`src/rtl/dspd_pkg.sv`:
```
// package: shared types and constants for the dual-side pd drive controller
`default_nettype none
package dspd_pkg;
  localparam int unsigned ErrW = 33;
  localparam int unsigned PdW = 53;
  localparam int unsigned PwrW = 16;
  localparam int unsigned DivSteps = 15;

  localparam logic [2:0] RegTargetLeft = 3'd0;
  localparam logic [2:0] RegTargetRight = 3'd1;
  localparam logic [2:0] RegKpGain = 3'd2;
  localparam logic [2:0] RegKdGain = 3'd3;
  localparam logic [2:0] RegRampStep = 3'd4;
  localparam logic [2:0] RegMaxPower = 3'd5;
  localparam logic [2:0] RegLeftTrim = 3'd6;
  localparam logic [2:0] RegSettleBand = 3'd7;

  typedef struct packed {
    logic [31:0] enc_left;
    logic [31:0] enc_right;
  } in_word_t;

  typedef struct packed {
    logic [15:0] drive_left;
    logic [15:0] drive_right;
    logic        settled;
  } out_word_t;

  typedef struct packed {
    logic [31:0] target_left;
    logic [31:0] target_right;
    logic [15:0] kp_gain;
    logic [15:0] kd_gain;
    logic [14:0] ramp_step;
    logic [14:0] max_power;
    logic [15:0] left_trim;
    logic [15:0] settle_band;
  } cfg_t;

  typedef struct packed {
    logic load;
    logic mul_p;
    logic mul_d;
    logic sum;
    logic pick;
    logic div_step;
    logic goal;
    logic slew;
    logic trim;
  } cmd_t;

  typedef struct packed {
    logic div_done;
  } sts_t;
endpackage
`default_nettype wire

```
`src/rtl/dspd_if.sv`:
```
// interfaces: valid/ready stream channel and configuration write channel
`default_nettype none


interface dspd_cfg_if;
  logic        valid;
  logic        ready;
  logic [2:0]  index;
  logic [31:0] data;
  modport source (output valid, output index, output data, input ready);
  modport sink (input valid, input index, input data, output ready);
endinterface
`default_nettype wire

```
`src/rtl/dspd_regs.sv`:
```
// configuration register file
`default_nettype none
module dspd_regs
  import dspd_pkg::*;
(
  input  wire logic   clk_i,
  input  wire logic   rst_ni,
  dspd_cfg_if.sink    cfg,
  output cfg_t        cfg_o
);
  cfg_t cfg_q;

  assign cfg.ready = 1'b1;
  assign cfg_o = cfg_q;

  always_ff @(posedge clk_i or negedge rst_ni) begin
    if (!rst_ni) begin
      cfg_q.target_left <= '0;
      cfg_q.target_right <= '0;
      cfg_q.kp_gain <= 16'd59;
      cfg_q.kd_gain <= 16'd2560;
      cfg_q.ramp_step <= 15'd512;
      cfg_q.max_power <= 15'd25600;
      cfg_q.left_trim <= 16'd65470;
      cfg_q.settle_band <= 16'd8;
    end else if (cfg.valid) begin
      unique case (cfg.index)
        RegTargetLeft: cfg_q.target_left <= cfg.data;
        RegTargetRight: cfg_q.target_right <= cfg.data;
        RegKpGain: cfg_q.kp_gain <= cfg.data[15:0];
        RegKdGain: cfg_q.kd_gain <= cfg.data[15:0];
        RegRampStep: cfg_q.ramp_step <= cfg.data[14:0];
        RegMaxPower: cfg_q.max_power <= cfg.data[14:0];
        RegLeftTrim: cfg_q.left_trim <= cfg.data[15:0];
        RegSettleBand: cfg_q.settle_band <= cfg.data[15:0];
        default: ;
      endcase
    end
  end
endmodule
`default_nettype wire

```
`src/flat_wrapper.sv`:
```
// flat-port wrapper written by rule: the top's interface ports become plain ports
module dspd_regs_flat import dspd_pkg::*;
  (clk_i, rst_ni, cfg_o, cfg_valid, cfg_index, cfg_data, cfg_ready);
  dspd_cfg_if cfg_i ();
  input  wire logic clk_i;
  input  wire logic rst_ni;
  output cfg_t cfg_o;
  input wire logic [$bits(cfg_i.valid)-1:0] cfg_valid;
  input wire logic [$bits(cfg_i.index)-1:0] cfg_index;
  input wire logic [$bits(cfg_i.data)-1:0] cfg_data;
  output wire logic [$bits(cfg_i.ready)-1:0] cfg_ready;
  assign cfg_i.valid = cfg_valid;
  assign cfg_i.index = cfg_index;
  assign cfg_i.data = cfg_data;
  assign cfg_ready = cfg_i.ready;
  dspd_regs u_core (.clk_i(clk_i), .rst_ni(rst_ni), .cfg(cfg_i), .cfg_o(cfg_o));
endmodule
```
`config.mk`:
```
export PLATFORM = sky130hd
export DESIGN_NAME = dspd_regs_flat
export DESIGN_NICKNAME = d
export VERILOG_FILES = /design/src/rtl/dspd_pkg.sv /design/src/rtl/dspd_if.sv /design/src/rtl/dspd_regs.sv /design/src/flat_wrapper.sv
export SDC_FILE = /design/constraint.sdc
export NUM_CORES = 1
export LEC_CHECK = 0
export ABC_AREA = 1
export ABC_CLOCK_PERIOD_IN_PS = 800
export BUFFER_PORTS_ARGS = -buffer_cell sky130_fd_sc_hd__buf_2
export CAP_MARGIN = 20
export CORE_MARGIN = 4
export CORE_UTILIZATION = 25
export DETAILED_ROUTE_END_ITERATION = 7
export PLACE_DENSITY = 0.5
export SYNTH_ARGS = -nofsm -noshare
export SYNTH_HDL_FRONTEND = slang
export SYNTH_SLANG_ARGS = --single-unit
export TNS_END_PERCENT = 1
```
`constraint.sdc`:
```
create_clock -name clk_i -period 0.8 [get_ports clk_i]
set_input_delay 0.16 -clock clk_i [delete_from_list [all_inputs] [get_ports clk_i]]
set_output_delay 0.16 -clock clk_i [all_outputs]
set_load 0.02 [all_outputs]
```
==> flow_metrics.tcl <==
set metrics [dict create \
    violations "setup timing" \
    synth_nets 749 \
    wirelength_mm 21.5 \
    path_clk_slew_ns 0.07 \
    setup_viol 158 \
    status "complete, but fails checks" \
    grt_pass1_vias 5374 \
    stdcell_area_um2 9050 \
    post-route-period-util_pct 155 \
    area_delta_synth_final_pct 45.0 \
    antenna_found_initial 0 \
    cpMaxStageDelayCell "dfstp_2" \
    gp_congestion 0.759 \
    worst_ep_arrival_time_ns 1.08 \
    vias 5364 \
    core_um2 24500 \
    grt_max_degree 56 \
    rsz0062_at_grt "true" \
    seq_area_frac_synth_pct 63.9 \
    nets 962 \
    die_area_um2 27600 \
    via_per_inst 4.25 \
    placed_cell_area_um2 7940 \
    place_ws_ns -0.381 \
    clk_path_buf_depth 2 \
    overflow 0 \
    end_kind "primary output" \
    die_w_um 166 \
    cts_tree "built" \
    io_pins 197 \
    rows 57 \
    largest_register_ffs 158 \
    drv_slew 0 \
    maxCapViolCount 0 \
    vdd_drop_max_mv 1.55 \
    hp-class "input pin to flip-flop" \
    yosysWarnings 0 \
    max_stage_delay_ns 0.56 \
    postSynthCellCount 711 \
    drive_above_1_share_pct 32.3 \
    skew_ns 0 \
    cp-start-kind "flip-flop" \
    grt_usage_pct 15.4 \
    wl_per_cell_um 17.0 \
    crit_type "flip-flop to primary output" \
    cts_buffers 17 \
    route.detailed.drc 0 \
    cp.required_ns 0.64 \
    numPortBuffers 195 \
    antenna_left 0 \
    leakage_nw 4.89 \
    synth_area_per_cell_um2 8.78 \
    hold_viol 0 \
    die_h_um 166 \
    critPathTopFamily "flip-flops" \
    layout_min_cycle_time_ns 1.24 \
    drtPass1Iterations 4 \
    fin_util_pct 37.0 \
    crit_chain "buf_6" \
    finalWorstSetupSlack_ns -0.441 \
    h-tree-depth 4 \
    drt_iter0_markers 317 \
    start_util_pct 25.5 \
    antenna_cells 0 \
    ff2ff_setup_slack_ns 0.07 \
    dpl.hpwl_mm 14.6 \
    crit_fanout 2 \
    p_per_area_nw_per_um2 2740 \
    cts-root-buf "clkbuf_16" \
    syn_area_um2 6240 \
    synth_cell_types 15 \
    grt_pass1_wl_mm 33.3 \
    cp_num_buf_inv 1 \
    clock-sinks 158 \
    ys_ff_latch 158 \
    worstSkewPairLatency_ns 0.41 \
    fmax_mhz 806 \
]
## power breakdown
part	internal (mW)	leakage [nW]	switching, mW	total [mW]
registers	9.68	1.93	1.02	10.7
clock network	4.05	0.246	3.32	7.37
logic	2.69	2.71	4.04	6.73
total	16.4	4.89	8.39	24.8
## final cells by class
cell class,count,area [µm²]
Inverter,6,32.5
Fill cell,2496,15400
Tap cell,324,405
Clock buffer,22,454
Sequential cell,158,3990
Timing Repair Buffer,245,2040
Clock inverter,10,67.6
Multi-Input combinational cell,496,2060
## cell usage in the layout (no fill, tap or decap)
cell type and count:
nand2_1 384, buf_12 18, nor2_2 4, inv_4 1, buf_4 15, clkbuf_8 1
inv_8 1, dfrtp_1 132, clkinv_2 4, clkinvlp_4 4, nor2_4 4, inv_6 1
buf_2 127, nand2_2 4, buf_6 68, nand3_1 95, clkinv_4 1, clkbuf_16 17
dlygate4sd3_1 17, clkbuf_1 4, inv_2 3, nand2_4 4, inv_1 1, dfstp_2 26
conb_1 1
## through the flow
step	hold slack (ns)	total power, mW	cells	setup TNS, ns
finish	0.0583	24.8	1261	-51.94
detailed placement	0.133	16.7	1212	-48.10
CTS	0.0399	24.9	1261	-55.93
global route	0.0562	26.2	1261	-59.31
global placement	0.140	16.7	1212	-47.01
floorplan	-0.136	14.0	711	-6.84
## synthesized netlist by cell type, drive strengths merged
cell    number  area [µm²]
buf         21         105
inv          6        22.5
dfstp       26         683
conb         1        3.75
clkbuf      30         131
dfrtp      132        3300
nand3       95         475
nand2      392        1470
nor2         8        45.0
## worst register-to-register path, stage by stage, from the launching register on
cell	delay [ns]
dfstp_2	0.56
nand2_1	0.06
nand2_1	0.07
## logic make-up (layout without fill, tap and decap cells)
logic type / after synthesis / in the layout / synth area share, %
buffers and inverters: 57 / 283 / 4.15
AND/OR/NAND/NOR: 495 / 495 / 31.9
flip-flops: 158 / 158 / 63.9
other: 1 / 1 / 0.0601
## path summary, 6_finish.rpt
check                                   from                 to  depth (start not counted)
max in group asynchronous             rst_ni   u_core.cfg_o[17]                          4
max                         u_core.cfg_o[21]          cfg_o[21]                          1
min                              cfg_data[3]    u_core.cfg_o[3]                          3
max reg2reg                 u_core.cfg_o[79]   u_core.cfg_o[79]                          2
min in group asynchronous             rst_ni   u_core.cfg_o[80]                          3
min reg2reg                u_core.cfg_o[144]  u_core.cfg_o[144]                          2
## what timing repair did
item / in CTS / in global routing
hold buffers: 17 / 0
endpoints found under the hold margin: 170 / 0
endpoints found under the setup margin: 158 / 159
resized for setup: 98 / 37
buffers inserted: 0 / 0
cloned: 0 / 0
## routing by layer
layer	vias up	wire, µm	track usage (%)
met2	139	10200	25.2
met3	13	1230	4.74
li1	2630	-	-
met4	0	207	2.83
met5	-	0	0
met1	2582	9850	20.5
No activity file was read; power rests on OpenSTA's default activity.
