[config.mk]
export PLATFORM = sky130hd
export DESIGN_NAME = dspd_ctrl
export DESIGN_NICKNAME = d
export VERILOG_FILES = /design/src/rtl/dspd_pkg.sv /design/src/rtl/dspd_ctrl.sv
export SDC_FILE = /design/constraint.sdc
export NUM_CORES = 1
export LEC_CHECK = 0
export BUFFER_PORTS_ARGS = -buffer_cell sky130_fd_sc_hd__buf_2
export CORE_AREA = 2 2 39 41
export CTS_BUF_LIST = sky130_fd_sc_hd__clkbuf_8
export DETAILED_ROUTE_END_ITERATION = 12
export DIE_AREA = 0 0 41 43
export GPL_ROUTABILITY_DRIVEN = 0
export GPL_TIMING_DRIVEN = 0
export SLEW_MARGIN = 20
export SYNTH_ARGS = -nofsm -noshare
export SYNTH_HDL_FRONTEND = slang
export SYNTH_SLANG_ARGS = --single-unit
[constraint.sdc]
create_clock -name clk_i -period 1.1 [get_ports clk_i]
set_input_delay 0.22 -clock clk_i [delete_from_list [all_inputs] [get_ports clk_i]]
set_output_delay 0.22 -clock clk_i [all_outputs]
set_load 0.01 [all_outputs]
[src/rtl/dspd_pkg.sv]
// package: shared types and constants for the dual-side pd drive controller
`default_nettype none
package dspd_pkg;
  localparam int unsigned ErrW = 33;
  localparam int unsigned PdW = 53;
  localparam int unsigned PwrW = 16;
  localparam int unsigned DivSteps = 15;

  localparam logic [2:0] RegTargetLeft = 3'd0;
  localparam logic [2:0] RegTargetRight = 3'd1;
  localparam logic [2:0] RegKpGain = 3'd2;
  localparam logic [2:0] RegKdGain = 3'd3;
  localparam logic [2:0] RegRampStep = 3'd4;
  localparam logic [2:0] RegMaxPower = 3'd5;
  localparam logic [2:0] RegLeftTrim = 3'd6;
  localparam logic [2:0] RegSettleBand = 3'd7;

  typedef struct packed {
    logic [31:0] enc_left;
    logic [31:0] enc_right;
  } in_word_t;

  typedef struct packed {
    logic [15:0] drive_left;
    logic [15:0] drive_right;
    logic        settled;
  } out_word_t;

  typedef struct packed {
    logic [31:0] target_left;
    logic [31:0] target_right;
    logic [15:0] kp_gain;
    logic [15:0] kd_gain;
    logic [14:0] ramp_step;
    logic [14:0] max_power;
    logic [15:0] left_trim;
    logic [15:0] settle_band;
  } cfg_t;

  typedef struct packed {
    logic load;
    logic mul_p;
    logic mul_d;
    logic sum;
    logic pick;
    logic div_step;
    logic goal;
    logic slew;
    logic trim;
  } cmd_t;

  typedef struct packed {
    logic div_done;
  } sts_t;
endpackage
`default_nettype wire

[src/rtl/dspd_ctrl.sv]
// controller: sequences one word through the datapath
`default_nettype none
module dspd_ctrl
  import dspd_pkg::*;
(
  input  wire logic clk_i,
  input  wire logic rst_ni,
  input  wire logic in_valid_i,
  output logic      in_ready_o,
  output logic      out_valid_o,
  input  wire logic out_ready_i,
  output cmd_t      cmd_o,
  input  sts_t      sts_i
);
  typedef enum logic [3:0] {
    StIdle, StMulP, StMulD, StSum, StPick, StDiv, StGoal, StSlew, StTrim, StOut
  } state_e;
  state_e state_q;

  assign in_ready_o = (state_q == StIdle);
  assign out_valid_o = (state_q == StOut);

  always_comb begin
    cmd_o = '0;
    cmd_o.load = (state_q == StIdle) && in_valid_i;
    cmd_o.mul_p = (state_q == StMulP);
    cmd_o.mul_d = (state_q == StMulD);
    cmd_o.sum = (state_q == StSum);
    cmd_o.pick = (state_q == StPick);
    cmd_o.div_step = (state_q == StDiv);
    cmd_o.goal = (state_q == StGoal);
    cmd_o.slew = (state_q == StSlew);
    cmd_o.trim = (state_q == StTrim);
  end

  always_ff @(posedge clk_i or negedge rst_ni) begin
    if (!rst_ni) begin
      state_q <= StIdle;
    end else begin
      unique case (state_q)
        StIdle: if (in_valid_i) state_q <= StMulP;
        StMulP: state_q <= StMulD;
        StMulD: state_q <= StSum;
        StSum: state_q <= StPick;
        StPick: state_q <= StDiv;
        StDiv: if (sts_i.div_done) state_q <= StGoal;
        StGoal: state_q <= StSlew;
        StSlew: state_q <= StTrim;
        StTrim: state_q <= StOut;
        StOut: if (out_ready_i) state_q <= StIdle;
        default: state_q <= StIdle;
      endcase
    end
  end
endmodule
`default_nettype wire

==> impl_metrics.tcl, run 1 <==
set metrics [dict create \
    outcome "complete, but fails checks" \
    violations "setup timing" \
    clock_latency_ns 0.21 \
    placement.setup.worst_slack_ns -0.1845 \
    mappedNetlistArea_sq_um 286.5 \
    cp_slowest_stage_delay_ns 0.44 \
    syn-mean-instance-area_sq_um 7.959 \
    layout.nets 75 \
    fin_cells 84 \
    count_of_pins_over_their_slew_limit 0 \
    max-vdd-ir-drop_v 0.001111 \
    grt_pass1_wl_um 1559 \
    grt_start_max_net_pins 8 \
    post-route-worst-setup-slack_ns -0.3454 \
    layout_commonest_cell "sky130_fd_sc_hd__buf_2" \
    largest_register_ffs 4 \
    crit_path_cell_trace "nor4_4 -> and2_4 -> buf_6" \
    cts_htree_levels 1 \
    worst_setup_hold_path_clk_slew_ns 0.03 \
    count_of_pins_on_the_block_boundary 16 \
    critical_path.max_fanout 6 \
    drt-wirelength-per-cell_um 12.90 \
    antenna_violating_nets_post_route 0 \
    global_route.overflow_total 0 \
    grt_antenna_before_repair 0 \
    chipWidth_um 41 \
    slew_at_the_pin_closest_to_its_max_slew_limit_ns 0.2121 \
    dieArea_sq_mm 0.001763 \
    yosys.cell_types.count 20 \
    arrival_ns 1.23 \
    synthesis.instances 36 \
    setup.worst_path.class "reg2out" \
    floorplan.initialDensity 0.2071 \
    final_setup_violation_count 14 \
    synth.ff_latch_count 4 \
    worstSetupPathDepth 3 \
    clock_tree_buf_depth 2 \
    num_rows 14 \
    drt_wl_total_um 1084 \
    detail_route.vias_per_cell 4.560 \
    drt-initial-drc-count 7 \
    period_needed_ns 1.445 \
    cellPowerDensity_mw_per_mm2 3222 \
    drc 0 \
    worst_ep_required_time_ns 0.88 \
    clock_skew_ns 0.002614 \
    hold_vio_cnt_final 0 \
    reg_with_most_ffs "state_q" \
    maxCapViolCount 0 \
    rsz0062_at_grt "yes" \
    area.growth.synth_to_final_pct 126.6 \
    critical_path.slowest_cell "sky130_fd_sc_hd__dfrtp_2" \
    reg.largest.list "state_q (4)" \
    core-area_sq_mm 0.001384 \
    total_leakage_power_nw 0.3258 \
    yosys_warnings 0 \
    placed_cells_incl_taps 67 \
    crit_path_capture_type "output port" \
    post_synthesis_net_count 41 \
    clockRootBuffer "sky130_fd_sc_hd__clkbuf_8" \
    tritoncts "yes" \
    clock_sinks 4 \
    grtUsageTotal 0.1342 \
    layout-drive-gt1-share 0.7353 \
    port-buffer-count 15 \
    most-common-layout-cells "sky130_fd_sc_hd__buf_2, sky130_fd_sc_hd__buf_4, sky130_fd_sc_hd__buf_6, sky130_fd_sc_hd__clkbuf_8" \
    max_transition_margin 0.8576 \
    detailed_place_hpwl_um 565.1 \
    critical_path_buf_inv_count 1 \
    layout_worst_path_cycle_share 1.314 \
    vias 383 \
    number_of_global_route_vias_before_repair 362 \
    drt_pre_antenna_iters 4 \
    dieHeight_um 43 \
    tightest_hold_check_type "in2async" \
    antenna_cells 0 \
    cp_top_family "simple AND/OR/NAND/NOR gates" \
    numCtsBuffers 3 \
    start_kind "flop" \
    clock.fmax_mhz 691.9 \
    reg2reg_depth 5 \
    proportion_of_synthesized_chip_area_in_sequential_cells 0.3493 \
]
## final timing paths
| kind | startpoint | slack (ns) | endpoint |
|---|---|---|---|
| worst max-delay path | state_q[1] | -0.35 | cmd_o[8] |
| worst min-delay path | rst_ni | 0.34 | state_q[1] |
| worst max register to register | state_q[3] | -0.28 | state_q[0] |
| worst min register to register | state_q[3] | 0.72 | state_q[2] |
| max in group asynchronous | rst_ni | 0.64 | state_q[0] |
| min in group clk_i | out_ready_i | 0.36 | state_q[0] |
## per-layer routing
layer | vias to the layer above | track usage | wire length, um
met1 | 175 | 0.1765 | 460
met2 | 17 | 0.1906 | 559
met3 | 2 | 0.03141 | 41
met4 | 0 | 0.08000 | 23
li1 | 189 | - | -
met5 | - | 0 | 0
## synthesized netlist by cell type
master / n / area (sq um)
sky130_fd_sc_hd__nor2_1: 6 / 22.52
sky130_fd_sc_hd__nor3_1: 6 / 30.03
sky130_fd_sc_hd__dfrtp_1: 4 / 100.1
sky130_fd_sc_hd__nand2_1: 3 / 11.26
sky130_fd_sc_hd__nand2b_1: 2 / 12.51
sky130_fd_sc_hd__a21o_1: 1 / 7.510
sky130_fd_sc_hd__a21oi_1: 1 / 5.000
sky130_fd_sc_hd__a31o_2: 1 / 8.760
sky130_fd_sc_hd__a31oi_1: 1 / 6.260
sky130_fd_sc_hd__and2_1: 1 / 6.260
sky130_fd_sc_hd__buf_4: 1 / 7.510
sky130_fd_sc_hd__buf_6: 1 / 11.26
sky130_fd_sc_hd__clkbuf_2: 1 / 5.000
sky130_fd_sc_hd__inv_1: 1 / 3.750
sky130_fd_sc_hd__nand2b_2: 1 / 8.760
sky130_fd_sc_hd__nor4_1: 1 / 6.260
sky130_fd_sc_hd__o221a_1: 1 / 11.26
sky130_fd_sc_hd__or2b_1: 1 / 7.510
sky130_fd_sc_hd__or3_1: 1 / 6.260
sky130_fd_sc_hd__xor2_1: 1 / 8.760
## final cells by class
cell class,count,area (sq um)
fill,133,734.5
buffer,2,25.02
clock buffer,3,41.29
sequential,4,102.6
inverter,1,3.754
tap,16,20.02
timing repair buffer,30,222.7
multi-input combinational,28,234.0
## worst reg2reg max path: stages (launching register included)
cell and delay, ns:
sky130_fd_sc_hd__dfrtp_1 0.37, sky130_fd_sc_hd__clkbuf_8 0.15, sky130_fd_sc_hd__buf_8 0.14, sky130_fd_sc_hd__buf_6 0.11, sky130_fd_sc_hd__or3_1 0.35, sky130_fd_sc_hd__a31oi_1 0.17
## power breakdown
group	leakage, nW	internal [mW]	total (mW)	switching [mW]
clock	0.0216	0.233	0.303	0.0705
sequential	0.0481	0.227	0.314	0.0872
combinational	0.256	0.810	1.47	0.665
## timing repair
item / 4_1_cts / 5_1_grt
hold endpoints to repair: 4 / 0
setup buffers: 8 / 6
pin swaps: 2 / 7
cloned: 0 / 0
setup endpoints to repair: 14 / 14
gates resized for setup: 12 / 11
hold buffers: 1 / 0
## metrics by stage
step	area (sq um)	total power [mW]	hold WS, ns	setup TNS (ns)	util
after detailed placement	411.6	1.170	0.02602	-1.451	0.2975
final	649.4	2.092	0.3390	-3.553	0.4693
after floorplan	316.6	0.9273	-0.07559	-0.2337	-
after CTS	570.5	1.843	0.3324	-3.596	0.4123
after global placement	411.6	1.150	0.02416	-1.252	0.2975
after global routing	649.4	2.225	0.3401	-4.217	0.4693
## logic make-up (layout without fill, tap and decap cells)
| family | count (synthesis) | in the layout | share of synthesized area |
|---|---|---|---|
| compound gates | 5 | 5 | 0.1354 |
| xor+xnor | 1 | 1 | 0.03057 |
| buf+inv | 4 | 36 | 0.09605 |
| flops | 4 | 4 | 0.3494 |
| simple gates | 22 | 22 | 0.3887 |
Power figures use the tool's default switching activity.
==> run 2: changes to the inputs <==
PLACE_DENSITY = 0.48   (was not set)
==> run 2 against run 1 <==
  * The flow still finishes with violations (setup timing)
  * Sequential cell count did not move
  * Final area fell by 9.8%
  * Core utilization fell by 4.6 points
  * Register-to-register slack improved by 0.02 ns
  * Setup slack got worse by 0.017 ns
  * Power fell by 11%
  * Non-clock buffer count fell by 7
  * Combinational power fell by 15%
  * Die area did not move
  * Global-route usage fell by 1.5 points
  * Sequential power fell by 8.9%
  * Largest power group unchanged
  * Highest routed layer unchanged
==> impl_metrics.tcl, run 2 (same netlist as run 1, synthesis figures left out) <==
set metrics [dict create \
    clock.fmax_mhz 683.7 \
    cellPowerDensity_mw_per_mm2 3171 \
    grt_antenna_before_repair 0 \
    cts_htree_levels 1 \
    layout_worst_path_cycle_share 1.330 \
    detail_route.vias_per_cell 4.468 \
    detailed_place_hpwl_um 553.9 \
    final.hold.worst_slack_ns 0.3349 \
    reg2reg_from "state_q[3]" \
    chipWidth_um 41 \
    grt_pass1_wl_um 1311 \
    m1WireLength_um 374 \
    max_transition_margin 0.8581 \
    drt_wl_total_um 865 \
    total_power_draw_mw 1.857 \
    layout_commonest_cell "sky130_fd_sc_hd__buf_2" \
    final_setup_violation_count 13 \
    reg.largest.list "state_q (4)" \
    clockRootBuffer "sky130_fd_sc_hd__clkbuf_8" \
    grtUsageTotal 0.1196 \
    slew_at_the_pin_closest_to_its_max_slew_limit_ns 0.2113 \
    critical_path.max_fanout 8 \
    numCtsBuffers 3 \
    crit_path_capture_type "output port" \
    total_leakage_power_nw 0.2880 \
    rsz0062_at_grt "yes" \
    dieArea_sq_mm 0.001763 \
    reg2reg_depth 5 \
    period_needed_ns 1.463 \
    grt_start_max_net_pins 11 \
    count_of_pins_over_their_slew_limit 0 \
    number_of_global_route_vias_before_repair 318 \
    area.growth.synth_to_final_pct 104.4 \
    clock_skew_ns 0.003315 \
    fin_cells 77 \
    topRoutingLayerUsed "met4" \
    route.met2.wl_um 422 \
    antenna_violating_nets_post_route 0 \
    clock_latency_ns 0.22 \
    clock_sinks 4 \
    most-common-layout-cells "sky130_fd_sc_hd__buf_2, sky130_fd_sc_hd__buf_6, sky130_fd_sc_hd__nor2_1, sky130_fd_sc_hd__clkbuf_8" \
    worst_setup_hold_path_clk_slew_ns 0.03 \
    drt-initial-drc-count 1 \
    antenna_cells 0 \
    arrival_ns 1.24 \
    count_of_pins_on_the_block_boundary 16 \
    drt_pre_antenna_iters 2 \
    outcome "complete, but fails checks" \
    largest_register_ffs 4 \
    tritoncts "yes" \
    layout.nets 68 \
    reg_with_most_ffs "state_q" \
    clock_tree_buf_depth 2 \
    regToRegSetupSlack_ns -0.26 \
    port-buffer-count 15 \
    max-vdd-ir-drop_v 0.0005800 \
    start_kind "flop" \
    hold_vio_cnt_final 0 \
    violations "setup timing" \
    drc 0 \
    timing.rr.end "state_q[0]" \
    num_rows 14 \
    vias 344 \
    layout-drive-gt1-share 0.6557 \
    global_route.overflow_total 0 \
    post-route-worst-setup-slack_ns -0.3626 \
    dieHeight_um 43 \
    core-area_sq_mm 0.001384 \
    floorplan.initialDensity 0.2071 \
    worst_ep_required_time_ns 0.88 \
    maxCapViolCount 0 \
    drt-wirelength-per-cell_um 11.23 \
    met3_wirelength_um 44 \
    setup.worst_path.class "reg2out" \
    placed_cells_incl_taps 67 \
    tightest_hold_check_type "in2async" \
]
[run 2: worst max-delay path by stage]
stage                to  slack (ns)        from  cells after the start
2_1_floorplan  cmd_o[8]       -0.12  state_q[0]                      3
3_3_place_gp   cmd_o[8]       -0.19  state_q[1]                      3
3_5_place_dp   cmd_o[8]       -0.18  state_q[1]                      3
4_1_cts        cmd_o[8]       -0.39  state_q[3]                      4
5_1_grt        cmd_o[8]       -0.42  state_q[0]                      4
6_report       cmd_o[8]       -0.36  state_q[1]                      3
[run 2: timing repair]
item | in CTS | in global routing
resized for setup | 6 | 9
buffers inserted | 5 | 1
hold buffers | 1 | 0
pin swaps | 2 | 4
cloned | 0 | 0
hold endpoints to repair | 4 | 0
endpoints found under the setup margin | 13 | 15
[run 2: area by class of cell]
cell class              instances  area (sq um)
plain buffers                   3         36.28
clock buffers                   3         41.29
fillers                       142         798.3
inverters                       1         3.754
multi-input cells              28         219.0
flip-flops and latches          4         101.3
well taps                      16         20.02
repair buffers                 22         163.9
[run 2: routing by layer]
metal,GRT usage,up-vias
met5,0,-
met4,0.1200,0
met3,0.03141,2
met2,0.1719,11
met1,0.1290,156
li1,-,175
[run 2: power by group]
part | switching (mW) | internal (mW) | leakage [nW]
Sequential | 0.0630 | 0.223 | 0.0492
Combinational | 0.587 | 0.665 | 0.217
Clock | 0.0845 | 0.234 | 0.0216
Total | 0.735 | 1.12 | 0.288
[run 2: per-stage QoR]
| step | cell area [sq um] | TNS [ns] | worst slack, ns | util |
|---|---|---|---|---|
| 2_1_floorplan | 316.6 | -0.2337 | -0.1233 | - |
| 6_report | 585.6 | -3.562 | -0.3626 | 0.4231 |
| 3_3_place_gp | 411.6 | -1.489 | -0.1908 | 0.2975 |
| 4_1_cts | 541.8 | -3.841 | -0.3891 | 0.3915 |
| 3_5_place_dp | 411.6 | -1.251 | -0.1759 | 0.2975 |
| 5_1_grt | 585.6 | -4.347 | -0.4181 | 0.4231 |
[run 2: critical path: stages, from the launching register on]
cell	delay, ns
sky130_fd_sc_hd__dfrtp_2	0.45
sky130_fd_sc_hd__nor4_4	0.30
sky130_fd_sc_hd__and2_4	0.18
sky130_fd_sc_hd__buf_6	0.09
==> run 3: changes to the inputs <==
ABC_AREA = 1   (was not set)
PLACE_DENSITY = 0.49   (was 0.48)
==> run 3 against run 2 <==
  * Wire length fell by 3.5%
  * Synthesized cell count grew 28%
  * First-iteration DRC count unchanged
  * The run still ends with setup timing left
  * Synthesized area is 2.6% higher
  * Critical path type unchanged
  * Global-route usage decreased by 1.1 points
  * Via count rose by 9.3%
  * Cell count increased by 16%
  * Sequential power increased by 20%
  * Non-clock buffer count decreased by 1
==> impl_metrics.tcl, run 3 <==
set metrics [dict create \
    arrival_ns 1.14 \
    vias 376 \
    crit_path_capture_type "output port" \
    filler_cell_count 148 \
    global_route.overflow_total 0 \
    numCtsBuffers 3 \
    clockRootBuffer "sky130_fd_sc_hd__clkbuf_8" \
    violations "setup timing" \
    outcome "complete, but fails checks" \
    synth_compound_gate_area_share 0.04681 \
    cts_htree_levels 1 \
    most-common-layout-cells "sky130_fd_sc_hd__buf_2, sky130_fd_sc_hd__nor2_1, sky130_fd_sc_hd__inv_2, sky130_fd_sc_hd__nand2_1" \
    setup.worst_path.class "reg2out" \
    clock_skew_ns 0.001115 \
    syn-mean-instance-area_sq_um 6.392 \
    grtUsageTotal 0.1090 \
    rsz0062_at_grt "yes" \
    count_of_pins_over_their_slew_limit 0 \
    start_kind "flop" \
    mappedNetlistArea_sq_um 294.0 \
    largest_register_ffs 4 \
    cellPowerDensity_mw_per_mm2 3215 \
    chipWidth_um 41 \
    final_setup_violation_count 13 \
    crit_path_start "state_q[1]" \
    placement.setup.worst_slack_ns -0.09964 \
    synth.top_cells.by_count "sky130_fd_sc_hd__nor2_1, sky130_fd_sc_hd__inv_1, sky130_fd_sc_hd__nand2_1, sky130_fd_sc_hd__dfrtp_1, sky130_fd_sc_hd__nor3_1" \
    worst_setup_hold_path_clk_slew_ns 0.03 \
    synth.largest_area_cell "sky130_fd_sc_hd__dfrtp_1" \
    grt_pass1_wl_um 1242 \
    post_synthesis_net_count 51 \
    synthesis.instances 46 \
    dominantRegCellSynth "sky130_fd_sc_hd__dfrtp_1" \
    num_rows 14 \
    synth_fa_ha_area_frac 0 \
    floorplan.initialDensity 0.2125 \
    antenna_cells 0 \
    clock_latency_ns 0.21 \
    antenna_violating_nets_post_route 0 \
    period_needed_ns 1.363 \
    core-area_sq_mm 0.001384 \
    count_of_pins_on_the_block_boundary 16 \
    drt-initial-drc-count 1 \
    layout-drive-gt1-share 0.6712 \
    clock.fmax_mhz 733.9 \
    hold_vio_cnt_final 0 \
    synth.ff_latch_count 4 \
    drt-wirelength-per-cell_um 9.382 \
    reg2reg_depth 8 \
    synth_area_leaders "sky130_fd_sc_hd__dfrtp_1, sky130_fd_sc_hd__nor2_1, sky130_fd_sc_hd__inv_1" \
    max_transition_margin 0.8621 \
    tightest_hold_check_type "in2reg" \
    layout.nets 80 \
    post-route-worst-setup-slack_ns -0.2626 \
    proportion_of_synthesized_chip_area_in_sequential_cells 0.3404 \
    placed_cells_incl_taps 77 \
    hp-start "out_ready_i" \
    total_leakage_power_nw 0.3067 \
    fin_cells 89 \
    reg_with_most_ffs "state_q" \
    grt_antenna_before_repair 0 \
    final_core_util 0.4132 \
    maxCapViolCount 0 \
    synth_xor_area_frac 0 \
    timing.rr.end "state_q[0]" \
    async_flop_share 1.000 \
    hold_depth 4 \
    worstHoldEndpoint "state_q[3]" \
    reg2reg_from "state_q[3]" \
    total_power_draw_mw 1.838 \
    dieHeight_um 43 \
    worst_ep_required_time_ns 0.88 \
    simple_gate_share_of_the_synthesized_area 0.4723 \
    critical_path.max_fanout 4 \
    synth-edff-count 0 \
    tritoncts "yes" \
    drc 0 \
    yosys_warnings 0 \
    clock_sinks 4 \
    main_combinational_cell_family_by_area_after_synthesis "simple AND/OR/NAND/NOR gates" \
    area.growth.synth_to_final_pct 94.47 \
    regToRegSetupSlack_ns -0.13 \
    yosys.cell_types.count 13 \
    grt_start_max_net_pins 6 \
    detailed_place_hpwl_um 581.3 \
    port-buffer-count 15 \
    netlist.area_leader.share 0.3404 \
    slew_at_the_pin_closest_to_its_max_slew_limit_ns 0.2046 \
    clock_tree_buf_depth 2 \
    max-vdd-ir-drop_v 0.001245 \
    setup-tns-final_ns -2.464 \
    detail_route.vias_per_cell 4.225 \
    reg.largest.list "state_q (4)" \
    dieArea_sq_mm 0.001763 \
    drt_pre_antenna_iters 4 \
    synthMuxAreaShare 0 \
    layout_commonest_cell "sky130_fd_sc_hd__buf_2" \
    synth_most_common_cell "sky130_fd_sc_hd__nor2_1" \
    layout_worst_path_cycle_share 1.239 \
    drt_wl_total_um 835 \
    number_of_global_route_vias_before_repair 307 \
]
-- run 3: changes by cell type after synthesis, moves of 2 or more --
cell and delta:
sky130_fd_sc_hd__inv_1 +8, sky130_fd_sc_hd__nand2_1 +5, sky130_fd_sc_hd__nor2_1 +4, sky130_fd_sc_hd__inv_2 +2, sky130_fd_sc_hd__nand2b_1 -2, sky130_fd_sc_hd__nand3_1 +2, sky130_fd_sc_hd__nor2_2 +2, sky130_fd_sc_hd__nor3_1 -2
-- run 3: report_power, final --
| group | total, mW | internal, mW | leakage, nW | switching (mW) |
|---|---|---|---|---|
| combinational | 1.19 | 0.542 | 0.237 | 0.652 |
| clock | 0.300 | 0.233 | 0.0216 | 0.0679 |
| sequential | 0.344 | 0.231 | 0.0477 | 0.112 |
| total | 1.84 | 1.01 | 0.307 | 0.832 |
-- run 3: per-layer routing --
layer,global-route usage,share of wire,wire length (um)
met3,0.03141,0.049,41
met2,0.1594,0.53,439
met4,0.08000,0.0072,6
met1,0.1275,0.41,346
met5,0,0,0
-- run 3: timing repair --
action	4_1_cts	5_1_grt
endpoints found under the hold margin	4	0
endpoints found under the setup margin	12	13
pin swaps	5	5
buffers inserted	6	2
gates resized for setup	14	9
hold buffers	1	0
-- run 3: logic make-up after synthesis --
kind of cell	after synthesis
AO/OA/AOI/OAI	2
buffers and inverters	11
flip-flops	4
AND/OR/NAND/NOR	29
-- run 3: area by class of cell --
class	count	area (sq um)	area share
inverter	11	41.29	0.07221
sequential	4	102.6	0.1794
clock buffer	3	41.29	0.07221
multi-input combinational	31	210.2	0.3676
tap	16	20.02	0.03501
timing repair buffer	24	156.4	0.2735
-- run 3: worst max-delay path, stage by stage, from the launching register on --
cell and delay, ns:
sky130_fd_sc_hd__dfrtp_2 0.44, sky130_fd_sc_hd__nor2_4 0.14, sky130_fd_sc_hd__inv_2 0.06, sky130_fd_sc_hd__nor3_2 0.13
sky130_fd_sc_hd__buf_2 0.14
-- run 3: worst max path at each step --
stage | to | slack (ns) | cells after the start
global placement | cmd_o[0] | -0.1 | 4
detailed placement | cmd_o[0] | -0.1 | 4
finish | out_valid_o | -0.26 | 4
CTS | cmd_o[0] | -0.23 | 4
floorplan | cmd_o[2] | 0.003 | 3
global route | out_valid_o | -0.32 | 4
-- run 3: per-stage QoR --
step           cell area, sq um  hold slack, ns
5_1_grt                   571.8          0.3080
6_report                  571.8          0.2844
4_1_cts                   523.0          0.2880
3_3_place_gp              389.1         0.02854
2_1_floorplan             294.0        -0.07559
3_5_place_dp              389.1         0.02856
